**config.mk**
```make
export PLATFORM = sky130hd
export DESIGN_NAME = hkts_front
export DESIGN_NICKNAME = d
export VERILOG_FILES = /design/src/rtl/core/hkts_pkg.sv /design/src/rtl/core/hkts_front.sv
export SDC_FILE = /design/constraint.sdc
export NUM_CORES = 1
export LEC_CHECK = 0
export ABC_AREA = 1
export BUFFER_PORTS_ARGS = -buffer_cell sky130_fd_sc_hd__buf_4
export CAP_MARGIN = 40
export CELL_PAD_IN_SITES_DETAIL_PLACEMENT = 1
export CELL_PAD_IN_SITES_GLOBAL_PLACEMENT = 1
export CORE_AREA = 2 2 214 216
export DETAILED_ROUTE_END_ITERATION = 6
export DIE_AREA = 0 0 216 218
export PLACE_DENSITY_LB_ADDON = 0.1
export SLEW_MARGIN = 10
export SYNTH_ARGS = -nofsm -noshare
export SYNTH_HDL_FRONTEND = slang
export SYNTH_SLANG_ARGS = --single-unit
```
**constraint.sdc**
```tcl
create_clock -name clk -period 43.3 [get_ports clk]
set_clock_uncertainty 0.15 [all_clocks]
set_input_delay 4.33 -clock clk [delete_from_list [all_inputs] [get_ports clk]]
set_output_delay 4.33 -clock clk [all_outputs]
set_load 0.02 [all_outputs]
```
**src/rtl/core/hkts_pkg.sv**
```systemverilog
`timescale 1ns / 1ps

package hkts_pkg;

  // Entry geometry: eight 32-bit words per entry, word 0 is the sort key.
  localparam int WORD_W          = 32;
  localparam int WORDS_PER_ENTRY = 8;
  localparam int ENTRY_W         = WORD_W * WORDS_PER_ENTRY;
  localparam int BYTES_PER_ENTRY = 32;
  localparam int BYTE_SHIFT      = $clog2(BYTES_PER_ENTRY);

  // Field widths of the stream items and the count register.
  localparam int SLOT_W      = 10;
  localparam int COUNT_REG_W = 11;
  localparam int IN_TDATA_W  = ((SLOT_W + ENTRY_W + 7) / 8) * 8;
  localparam int OUT_TDATA_W = 32;

  // Default table size and depth of the command queue.
  localparam int DEF_TABLE_DEPTH = 1024;
  localparam int QUEUE_DEPTH     = 2;

  localparam logic [OUT_TDATA_W-1:0] NOT_FOUND_OFFSET = '1;

  // Operation codes carried in s_tuser.
  localparam logic OP_LOAD   = 1'b0;
  localparam logic OP_SEARCH = 1'b1;

  typedef logic [WORDS_PER_ENTRY-1:0][WORD_W-1:0] entry_t;

  // One classified command handed from the front to the engine.
  typedef struct packed {
    logic               is_search;
    logic [SLOT_W-1:0]  slot;
    entry_t             key;
  } cmd_t;

  typedef enum logic [2:0] {
    ENG_IDLE,
    ENG_PROBE,
    ENG_PROBE_WAIT,
    ENG_SCAN,
    ENG_SCAN_WAIT,
    ENG_RESULT
  } eng_state_t;

endpackage

```
**src/rtl/core/hkts_front.sv**
```systemverilog
`timescale 1ns / 1ps

module hkts_front import hkts_pkg::*; #(
  parameter int TABLE_DEPTH = DEF_TABLE_DEPTH
) (
  input  logic                  clk,
  input  logic                  rst,
  input  logic                  s_tvalid,
  output logic                  s_tready,
  input  logic [IN_TDATA_W-1:0] s_tdata,
  input  logic                  s_tuser,
  output logic                  push_valid,
  input  logic                  push_ready,
  output cmd_t                  push_cmd
);

  logic stage_valid;
  logic stage_valid_next;
  cmd_t stage_cmd;
  cmd_t in_cmd;
  logic accept;
  logic keep;

  // Unpack the transfer and decide whether it has any effect.
  always_comb begin
    in_cmd.is_search = (s_tuser == OP_SEARCH);
    in_cmd.slot      = s_tdata[SLOT_W-1:0];
    in_cmd.key       = s_tdata[SLOT_W +: ENTRY_W];
    keep = in_cmd.is_search || (32'(in_cmd.slot) < 32'(TABLE_DEPTH));
  end

  // The stage takes a new transfer whenever it is empty or draining.
  assign s_tready = !stage_valid || push_ready;
  assign accept   = s_tvalid && s_tready;

  // Loads to slots beyond the table are consumed and dropped here.
  always_comb begin
    if (accept) begin
      stage_valid_next = keep;
    end else if (push_ready) begin
      stage_valid_next = 1'b0;
    end else begin
      stage_valid_next = stage_valid;
    end
  end

  always_ff @(posedge clk) begin
    if (rst) begin
      stage_valid <= 1'b0;
    end else begin
      stage_valid <= stage_valid_next;
    end
  end

  always_ff @(posedge clk) begin
    if (accept) begin
      stage_cmd <= in_cmd;
    end
  end

  assign push_valid = stage_valid;
  assign push_cmd   = stage_cmd;

endmodule

```
Word-level counts from Yosys, hierarchy flattened
Cells that the tools add are included.

Mux-type cells: 2. Reductions and logical operators: 4.

Operator list (count): 1-bit two-way mux (2); 2-bit nonzero test (1); 1-bit logical AND (1); 1-bit logical NOT (1); 1-bit logical OR (1).

Register bits: 268. Logic and storage cells: 17.

Logic depth before layout (Yosys ltp)
Depth in word-level cells: 4. Mapped depth: 3. Depth with buffers taken out: 3.

Least setup slack after synthesis
Ideal clock, no wire load.

Path type: input-to-reg. Start: input s_tvalid. End: register stage_cmd (netlist bit push_cmd[0]), enable pin. Arrival: 17.200 ns. Required time: 42.165 ns. Setup slack: 24.965 ns. Cell stages on the path: 2. Path buffers: 0. Path through: inv_1 > a21oi_1.

Word-level cells in the longest chain between the ends: 1.

RTL lines: start: declaration (line hkts_front.sv:8) `input logic s_tvalid,`; 1-bit logical AND (line hkts_front.sv:34) `assign accept = s_tvalid && s_tready;`; net accept (line hkts_front.sv:21) `logic accept;`; end signal: assignment (line hkts_front.sv:57) `stage_cmd <= in_cmd;`; end: declaration (line hkts_front.sv:19) `cmd_t stage_cmd;`.

The timed path passes the listed nets, and every way through them passes these cells. A chain may end at the register's enable or synchronous reset.

Final worst setup path
Start: input push_ready. End: output s_tready.

Word-level cells in the longest chain between the ends: 1.

RTL lines: start: declaration (line hkts_front.sv:13) `input logic push_ready,`; 1-bit logical OR (line hkts_front.sv:33) `assign s_tready = !stage_valid || push_ready;`; end: declaration (line hkts_front.sv:9) `output logic s_tready,`.

Every way passes these cells.

==> impl_summary.log <==
[metrics] result of the run: complete, no violations
[metrics] count of unique library cells instantiated by Yosys: 7
[metrics] crit path time final: 9.22 ns
[metrics] TritonCTS clock tree: done
[metrics] cell at the root of the clock tree: clkbuf_16
[metrics] crit end category: primary output
[metrics] # resized after CTS: 0
[metrics] Clock H-tree levels: 2
[metrics] Avg Synthesized Cell Area: 29.5 um2
[metrics] pin count of the biggest net entering global routing: 64
[metrics] sum of overflow across all layers after global routing: 0
[metrics] router iterations before antenna repair: 4
[metrics] peak fanout along the critical path: 2
[metrics] critical path start-end classification: primary input to primary output
[metrics] filler instances: 4749
[metrics] non-filler instance count after layout: 1478
[metrics] Initial DRC Count: 170
[metrics] antenna violations before repair: 1
[metrics] worst min-delay path class: flip-flop to flip-flop
[metrics] Required @ worst endpoint: 38.82 ns
[metrics] Synthesized Nets: 550
[metrics] floorplan core area: 0.0449 mm2
[metrics] cell with the most instances on the worst path: buf_4
[metrics] cells along the critical path: buf_4, inv_2, nand2_2, buf_4
[metrics] number of violations of the max-capacitance limit: 0
[metrics] total negative setup slack: 0 ns
[metrics] slowest CP cell: buf_4
[metrics] total of warnings raised by yosys: 0
[metrics] Post-Synthesis Cell Area: 0.00807 mm2
[metrics] WL/cell: 18.8 um
[metrics] fraction of layout instances using a drive strength above 1: 67.7%
[metrics] total number of vias: 5083
[metrics] # port buffers: 539
[metrics] worst relative slew slack: 51.8%
[metrics] nature of the critical path startpoint: primary input
[metrics] clock edge transition at the registers on the reported setup and hold paths: 0.06 ns
[metrics] fraction of post-synthesis cell area in the top cell type by area: 99.4%
[metrics] total wire length: 27.7 mm
[metrics] cts bufs inserted: 34
[metrics] buffers and inverters on the worst path: 3
[metrics] number of endpoints with negative hold slack in the final report: 0
[metrics] final net count: 1132
[metrics] Worst path max stage delay: 0.16 ns
[metrics] first-pass GRT wire length: 38.1 mm
[metrics] data arrival time at the worst-slack endpoint: 4.74 ns
[metrics] leakage power figure: 0.00576 uW
[metrics] maximum clock rate: 108 MHz
[metrics] most area-consuming cells after synthesis: edfxtp_1 (99%), dfxtp_1 (0.25%), a21oi_2 (0.11%)
[metrics] number of buffers inserted for hold repair after clock tree synthesis: 0
[metrics] unrepaired setup endpoints after global routing: no
[metrics] vias in the first global route: 5327
[metrics] transition time at the pin with the least slew margin: 0.723 ns
[metrics] Tcrit/Tclk final: 21.3%
[metrics] initial standard-cell utilization of the core: 18.0%
[metrics] count of antenna-violating nets left after detailed routing: 0
[metrics] Post-CTS Setup Inserts: 0
[metrics] hold slack: 0.388 ns
[metrics] Chip Height: 218 um
[metrics] via-per-instance ratio: 3.44
[metrics] number of enable flip-flop cells after synthesis: 267
[metrics] Synth Flop Type: edfxtp_1
[metrics] Max Root-Sink Buffers: 3
[metrics] Yosys top cell by area: edfxtp_1
[metrics] count of clock tree sinks: 268
[metrics] category of cells accounting for the largest share of critical-path delay: buffers and inverters
[metrics] overall die width: 216 um
[metrics] clock latency reported for the late side of the worst-skew pair: 0.52 ns
[metrics] total of flip-flops plus latches after synthesis: 268
[metrics] synthesis-to-finish area growth: 74.0%
[metrics] Antenna diodes: 0
[metrics] Routability Congestion: 0.699
[metrics] number of cells produced by synthesis: 273
[metrics] count of unresolved DRC violations after routing: 0
[metrics] Inst Count DP: 1418
[metrics] Global Route Usage Sum: 11.3%
[metrics] fraction of registers with async set/reset: 0%
[metrics] total setup violations reported at the end of the flow: 0
[metrics] top-level I/O count: 546
[metrics] Total Die Area: 0.0471 mm2
[metrics] power density over the cells: 46.0 mW/mm2
[metrics] worst-case vdd ir drop: 30.4 uV
[metrics] pins over their slew limit: 0
[metrics] top-count cell post-synth: edfxtp_1
[metrics] sequential area share after synthesis: 99.7%
[metrics] std cell rows: 78
final timing paths:
check	start	to	cells past startpoint	slack, ns
hold / removal	push_valid	push_valid	2	0.39
setup reg to reg	push_valid	push_cmd[30]	3	41.27
hold reg to reg	push_valid	push_valid	2	0.39
setup / recovery	push_ready	s_tready	4	34.08
where the power goes:
part	total, uW	leakage [uW]	internal (uW)	switching (uW)
sequential	308	0.00259	304	4.02
clock	267	0.000506	160	108
combinational	70.0	0.00266	33.5	36.5
total	645	0.00576	497	148
cells by family after synthesis:
family | after synthesis | synth area share (%)
and+or+nand+nor | 1 | 0.0776
buffers and inverters | 2 | 0.0930
AOI/OAI and AO/OA | 2 | 0.171
DFF | 268 | 99.7
metrics by stage:
stage / power [uW] / setup slack, ns / cell area (um2) / utilization [%]
6_report: 645 / 34.08 / 14000 / 31.3
4_1_cts: 661 / 34.08 / 14000 / 31.2
2_1_floorplan: 345 / 24.97 / 8070 / -
3_3_place_gp: 384 / 34.08 / 12900 / 28.7
3_5_place_dp: 385 / 34.08 / 13000 / 28.9
5_1_grt: 674 / 34.08 / 14000 / 31.3
worst min-delay path, stage by stage, from the launching register on:
cell and delay (ns):
dfxtp_1 0.35, nand2_2 0.10, a21oi_2 0.05
placed cells by master (no fill, tap or decap), drive strengths merged:
cell type,instances
buf,546
edfxtp,267
clkbuf,48
clkinv,9
clkinvlp,2
inv,2
a21oi,2
nand2,1
dfxtp,1
sequential cells by signal, indices dropped and copies added, names as in the netlist:
name,flops
push_cmd,267
push_valid,1
per-layer routing:
layer  routed length, um  up-vias  GRT usage (%)
li1                    -     2289              -
met1                9000     2460           11.3
met2               14900      293           20.1
met3                3250       39           5.65
met4                 600        2           4.47
met5                  16        -              0
area by class of cell:
cell class,instances,area (um2),share of cell area (%)
clock buffers,48,997,7.11
clock inverters,11,51.3,0.366
inverters,2,7.51,0.0535
multi-input cells,3,31.3,0.223
flip-flops and latches,268,8040,57.3
well taps,600,751,5.35
repair buffers,546,4160,29.6
Power figures use the tool's default switching activity.
