===== src/rtl/core/hkts_pkg.sv =====
`timescale 1ns / 1ps

package hkts_pkg;

  // Entry geometry: eight 32-bit words per entry, word 0 is the sort key.
  localparam int WORD_W          = 32;
  localparam int WORDS_PER_ENTRY = 8;
  localparam int ENTRY_W         = WORD_W * WORDS_PER_ENTRY;
  localparam int BYTES_PER_ENTRY = 32;
  localparam int BYTE_SHIFT      = $clog2(BYTES_PER_ENTRY);

  // Field widths of the stream items and the count register.
  localparam int SLOT_W      = 10;
  localparam int COUNT_REG_W = 11;
  localparam int IN_TDATA_W  = ((SLOT_W + ENTRY_W + 7) / 8) * 8;
  localparam int OUT_TDATA_W = 32;

  // Default table size and depth of the command queue.
  localparam int DEF_TABLE_DEPTH = 1024;
  localparam int QUEUE_DEPTH     = 2;

  localparam logic [OUT_TDATA_W-1:0] NOT_FOUND_OFFSET = '1;

  // Operation codes carried in s_tuser.
  localparam logic OP_LOAD   = 1'b0;
  localparam logic OP_SEARCH = 1'b1;

  typedef logic [WORDS_PER_ENTRY-1:0][WORD_W-1:0] entry_t;

  // One classified command handed from the front to the engine.
  typedef struct packed {
    logic               is_search;
    logic [SLOT_W-1:0]  slot;
    entry_t             key;
  } cmd_t;

  typedef enum logic [2:0] {
    ENG_IDLE,
    ENG_PROBE,
    ENG_PROBE_WAIT,
    ENG_SCAN,
    ENG_SCAN_WAIT,
    ENG_RESULT
  } eng_state_t;

endpackage


===== src/rtl/core/hkts_queue.sv =====
`timescale 1ns / 1ps

module hkts_queue import hkts_pkg::*; (
  input  logic clk,
  input  logic rst,
  input  logic push_valid,
  output logic push_ready,
  input  cmd_t push_cmd,
  output logic pop_valid,
  input  logic pop_ready,
  output cmd_t pop_cmd
);

  localparam int PTR_W = (QUEUE_DEPTH > 1) ? $clog2(QUEUE_DEPTH) : 1;
  localparam int CNT_W = $clog2(QUEUE_DEPTH + 1);

  cmd_t             slots [QUEUE_DEPTH];
  logic [PTR_W-1:0] wr_ptr;
  logic [PTR_W-1:0] rd_ptr;
  logic [CNT_W-1:0] fill;
  logic             do_push;
  logic             do_pop;

  assign push_ready = (32'(fill) < 32'(QUEUE_DEPTH));
  assign pop_valid  = (fill != '0);
  assign do_push    = push_valid && push_ready;
  assign do_pop     = pop_valid && pop_ready;
  assign pop_cmd    = slots[rd_ptr];

  // Pointers wrap at the queue depth.
  always_ff @(posedge clk) begin
    if (rst) begin
      wr_ptr <= '0;
      rd_ptr <= '0;
      fill   <= '0;
    end else begin
      if (do_push) begin
        wr_ptr <= (32'(wr_ptr) == QUEUE_DEPTH - 1) ? '0 : wr_ptr + 1'b1;
      end
      if (do_pop) begin
        rd_ptr <= (32'(rd_ptr) == QUEUE_DEPTH - 1) ? '0 : rd_ptr + 1'b1;
      end
      if (do_push && !do_pop) begin
        fill <= fill + 1'b1;
      end else if (do_pop && !do_push) begin
        fill <= fill - 1'b1;
      end
    end
  end

  always_ff @(posedge clk) begin
    if (do_push) begin
      slots[wr_ptr] <= push_cmd;
    end
  end

endmodule


===== config.mk =====
export PLATFORM = sky130hd
export DESIGN_NAME = hkts_queue
export DESIGN_NICKNAME = d
export VERILOG_FILES = /design/src/rtl/core/hkts_pkg.sv /design/src/rtl/core/hkts_queue.sv
export SDC_FILE = /design/constraint.sdc
export NUM_CORES = 1
export LEC_CHECK = 0
export BUFFER_PORTS_ARGS = -buffer_cell sky130_fd_sc_hd__buf_2
export CORE_MARGIN = 5
export CORE_UTILIZATION = 50
export DETAILED_ROUTE_END_ITERATION = 10
export PLACE_DENSITY = 0.76
export SETUP_SLACK_MARGIN = 0.3
export SKIP_LAST_GASP = 1
export SLEW_MARGIN = 25
export SYNTH_ARGS = -nofsm -noshare
export SYNTH_HDL_FRONTEND = slang
export SYNTH_SLANG_ARGS = --single-unit

===== constraint.sdc =====
create_clock -name clk -period 45.1 [get_ports clk]
set_clock_uncertainty 0.2 [all_clocks]
set_input_delay 13.53 -clock clk [delete_from_list [all_inputs] [get_ports clk]]
set_output_delay 13.53 -clock clk [all_outputs]
set_load 0.03 [all_outputs]

## Yosys cells after proc, flatten, opt, wreduce, memory -nomap -nowiden

Memory sizes are Yosys's and may differ from the RTL's. A register that Yosys moved wholly into a read port is not among the register bits.
Cells that the tools add are included.

- Memories: 1
- Input bits: 271
- Latch bits: 0
- Word-level logic and storage cells: 25
- Flip-flop bits (word level): 4
- Bits in writable memories: 534
- Bits in read-only memories: 0

- $lt $le $gt $ge: 1
- Div/mod/pow operators: 0
- Eq/ne operators: 0
- Shifts and indexed selects: 0
- Bitwise operators: 0
- Muxes and demuxes: 8
- Add/sub/neg operators: 4
- $mul: 0
- Reductions and logical operators: 8

Memories:

| name | depth | bits a word | rd ports | clocked after Yosys merged registers in | write ports | RTL line | RTL |
|---|---|---|---|---|---|---|---|
| slots | 2 | 267 | 1 | 1 | 1 | hkts_queue.sv:17 | `cmd_t slots [QUEUE_DEPTH];` |

Operator list:

| operator | count |
|---|---|
| 2-to-1 mux 1 bit | 6 |
| logical AND 1 bit | 4 |
| 2-to-1 mux 2 bit | 2 |
| nonzero test 2 bit | 2 |
| adder 1 bit (second input constant) | 2 |
| adder 2 x 1 -> 2 bit (second input constant) | 1 |
| logical NOT 1 bit | 2 |
| < comparator 2 bit (second input constant) | 1 |
| subtractor 2 x 1 -> 2 bit (second input constant) | 1 |

## Logic depth before layout (Yosys ltp)

- Depth in word-level cells: 6
- Mapped depth: 5
- Depth with buffers taken out: 5

## Least setup slack after synthesis

No wires, ideal clock.

- Path kind: in2reg
- From: input port push_valid
- To: memory slots[0][0] (netlist name) (enable)
- Stages: 2
- Buffers on the path: 0
- Setup time: 0.932 ns
- Required time: 43.968 ns
- Path slack: 18.482 ns
- Arrival: 25.486 ns
- Cell sequence: nor2b_1 > nor2b_1

- Cells in the longest elaborated chain, start to end: 3

RTL lines:

| what | RTL line | RTL |
|---|---|---|
| start, declared | hkts_queue.sv:6 | `input logic push_valid,` |
| logical AND 1 bit | hkts_queue.sv:26 | `assign do_push = push_valid && push_ready;` |
| 2-to-1 mux 1 bit | hkts_queue.sv:52 | `if (do_push) begin` |
| 2-to-1 mux 1 bit (implied by the code) | hkts_queue.sv:53 | `slots[wr_ptr] <= push_cmd;` |
| end, declared | hkts_queue.sv:17 |  |

Every way passes these cells.

==> out/qor.txt <==
Iteration-0 DRC Markers -> 558
Reg2reg start -> fill[1]
Via count -> 9991
R2R Setup Slk -> 41.25 ns
Relative slew margins -> 0.3184
Post-route ant nets -> 0
Cell Rows -> 74
IO Port Bufs -> 539
Fin. Hold Viols -> 0
Commonest cells in the netlist -> edfxtp_1 (534), mux2_4 (230), mux2_2 (37)
Layout cells sized above 1 -> 0.6035
# H-tree levels -> 2
Die ar. -> 45020 µm²
Max FO, Critical Path -> 42
# IOs -> 540
Sw Ratio -> 0.3300
Via density -> 4.973
Max clock buf depth -> 3
CTS resizes -> 0
Final setup viols -> 0
# placed instances -> 1907
CTS tree -> yes
Max-cap violations -> 0
Slowest cell on crit path -> dfxtp_4
Synth top area cells -> edfxtp_1 (78%), mux2_4 (17%), mux2_2 (2.0%)
Register bit total from synthesis -> 539
Cell area after synthesis -> 20440 µm²
Worst EP required -> 31.37 ns
P_int -> 1.074 mW
WS Path Type -> reg2out
Layout area overhead -> 23.37%
DRC violations left -> 0
Fillers -> 2850
Max stage delay on crit path -> 0.72 ns
GP Congestion -> 0.7840
Register clock-pin slew on the reported worst setup and hold paths -> 0.06 ns
Die height -> 212.2 µm
Crit path buf inv count -> 3
Main synth FF type -> edfxtp_1
Register area share after synthesis -> 0.7895
Slew @ Worst Pin -> 1.022 ns
Hold Crit Class -> reg2reg
Post-Syn Nets -> 1126
Largest net degree at the start of global routing -> 86
FFs w/ async S/R, synth -> 0
Vias in the first global route -> 10680
Clk pwr share -> 0.252
Crit path top cell by count -> buf_4
Comb pwr share -> 0.329
Status -> finished, final reports clean
WL final -> 43460 µm
Die W -> 212.2 µm
CP endpoint kind -> output port
RSZ-0062 raised after global routing -> false
Final TNS setup -> 0 ns
Syn avg cell area -> 23.93 µm²
CP Launch Type -> flip-flop
Lkg Pwr -> 9.809 nW
CP cell instances -> buf_4 -> buf_4 -> mux2_2 -> buf_2
Yosys top cell area share -> 0.7846
Hold_sp -> rd_ptr
Clock Root Buffer -> clkbuf_16
TritonRoute pass-1 iters -> 4
Initial Util -> 0.5028
Sw Pwr -> 528.7 µW
First-pass GRT wire length -> 62670 µm
Post-CTS Hold Fix Bufs -> 0
Number of synthesized flops with an enable pin -> 534
F_max -> 58.69 MHz
Syn Inst Count -> 854
Power density over the cells -> 63.54 nW/µm²
CP arrival -> 3.31 ns
Tot Pwr -> 1.602 mW
Leading cell type by number of instances after synthesis -> edfxtp_1
Setup bufs post-CTS -> 0
Sequential share of power -> 0.418
Unique masters post-synth -> 17
Crit path max-delay family -> buffers and inverters
Worst skew pair latency -> 0.57 ns
Largest area contributor in the netlist -> edfxtp_1
Total core area -> 40650 µm²
CTS sink count -> 539
Drt wl/cell -> 21.63 µm
CTS Buf Count -> 52
VDD IR max -> 0.00004673 V
Post-Layout Cell Count -> 2009
Period utilization -> 0.3778
Initial antenna violation count -> 18
Number of synthesis warnings -> 0
GR Util All Layers -> 0.1844
Global route overflow -> 0
Max Slew Vio Count -> 0
Min cycle time layout -> 17.04 ns
Final Net Count -> 1701
Dpl hpwl -> 30580 µm
-- area by class of cell --
type / count / area (µm²) / area share
Tap cell: 532 / 665.6 / 0.02640
Clock buffer: 65 / 1371 / 0.05439
Inverter: 1 / 3.754 / 0.0001489
Multi-Input combinational cell: 284 / 3989 / 0.1582
Timing Repair Buffer: 551 / 2815 / 0.1117
Sequential cell: 539 / 16140 / 0.6401
Clock inverter: 28 / 207.7 / 0.008237
Antenna cell: 9 / 22.52 / 0.0008932
-- cells in the final DEF (no fill, tap or decap) --
cell type and n:
xor2_1 3, bufinv_16 3, diode_2 9, nor2b_1 1
inv_1 1, buf_2 539, mux2_2 37, nor2b_4 1
buf_6 4, nor2_1 4, clkinv_1 17, xnor2_1 1
clkbuf_16 53, o21ai_0 2, a21oi_1 1, ha_1 1
or3_1 1, clkinvlp_4 1, dfxtp_4 1, mux2_4 230
and2_4 1, buf_4 7, dfxtp_1 4, clkinv_2 4
inv_6 3, buf_12 1, clkbuf_1 12, or2_2 1
edfxtp_1 534
-- worst min-delay path, delay by kind of cell, from the launching register on --
kind / cells / cell delay [ns]
flops: 1 / 0.33
xor+xnor: 1 / 0.08
simple gates: 1 / 0.08
-- path summary, 6_finish.rpt --
check	to	cells after the start
hold reg to reg	rd_ptr	2
setup reg to reg	slots[1][213]	5
hold / removal	rd_ptr	2
setup / recovery	pop_cmd[246]	4
-- layer usage --
layer  up-vias  track usage  part of all wire
li1       4572            -                 -
met1      4924       0.2098              0.35
met2       386       0.3190              0.52
met3        93      0.07186             0.098
met4        16      0.06508             0.030
met5         -            0            0.0024
-- state kept, by name, indices dropped and copies added (netlist names), named ones only --
signal	flops
slots	534
fill	2
rd_ptr	1
wr_ptr	1
-- metrics by stage --
step                worst slack, ns  hold slack (ns)  cell area, µm²    util
finish                        28.06           0.3206           25210  0.6203
global route                  27.86           0.3508           25210  0.6201
CTS                           27.95           0.3192           25190  0.6197
detailed placement            27.95           0.2955           23610  0.5808
global placement              27.85           0.2821           23580  0.5801
floorplan                     18.48           0.2725           20440       -
-- power groups by stage --
stage / combinational [mW] / sequential, mW / clock [mW]
after floorplan: 0.409 / 0.706 / 0
after global placement: 0.532 / 0.676 / 0
after detailed placement: 0.535 / 0.681 / 0
after CTS: 0.536 / 0.671 / 0.415
after global routing: 0.552 / 0.677 / 0.439
final: 0.528 / 0.670 / 0.404
-- cell families (layout without fill, tap and decap cells) --
group | count (synthesis) | in the layout | synth area share
simple gates | 9 | 9 | 0.002265
fa+ha+maj | 1 | 1 | 0.0006121
mux | 267 | 267 | 0.1894
other cells | 0 | 9 | 0
flops | 539 | 539 | 0.7895
compound gates | 3 | 3 | 0.0007344
xor+xnor | 4 | 4 | 0.001715
buf+inv | 31 | 645 | 0.01579
No activity file was read; power rests on OpenSTA's default activity.
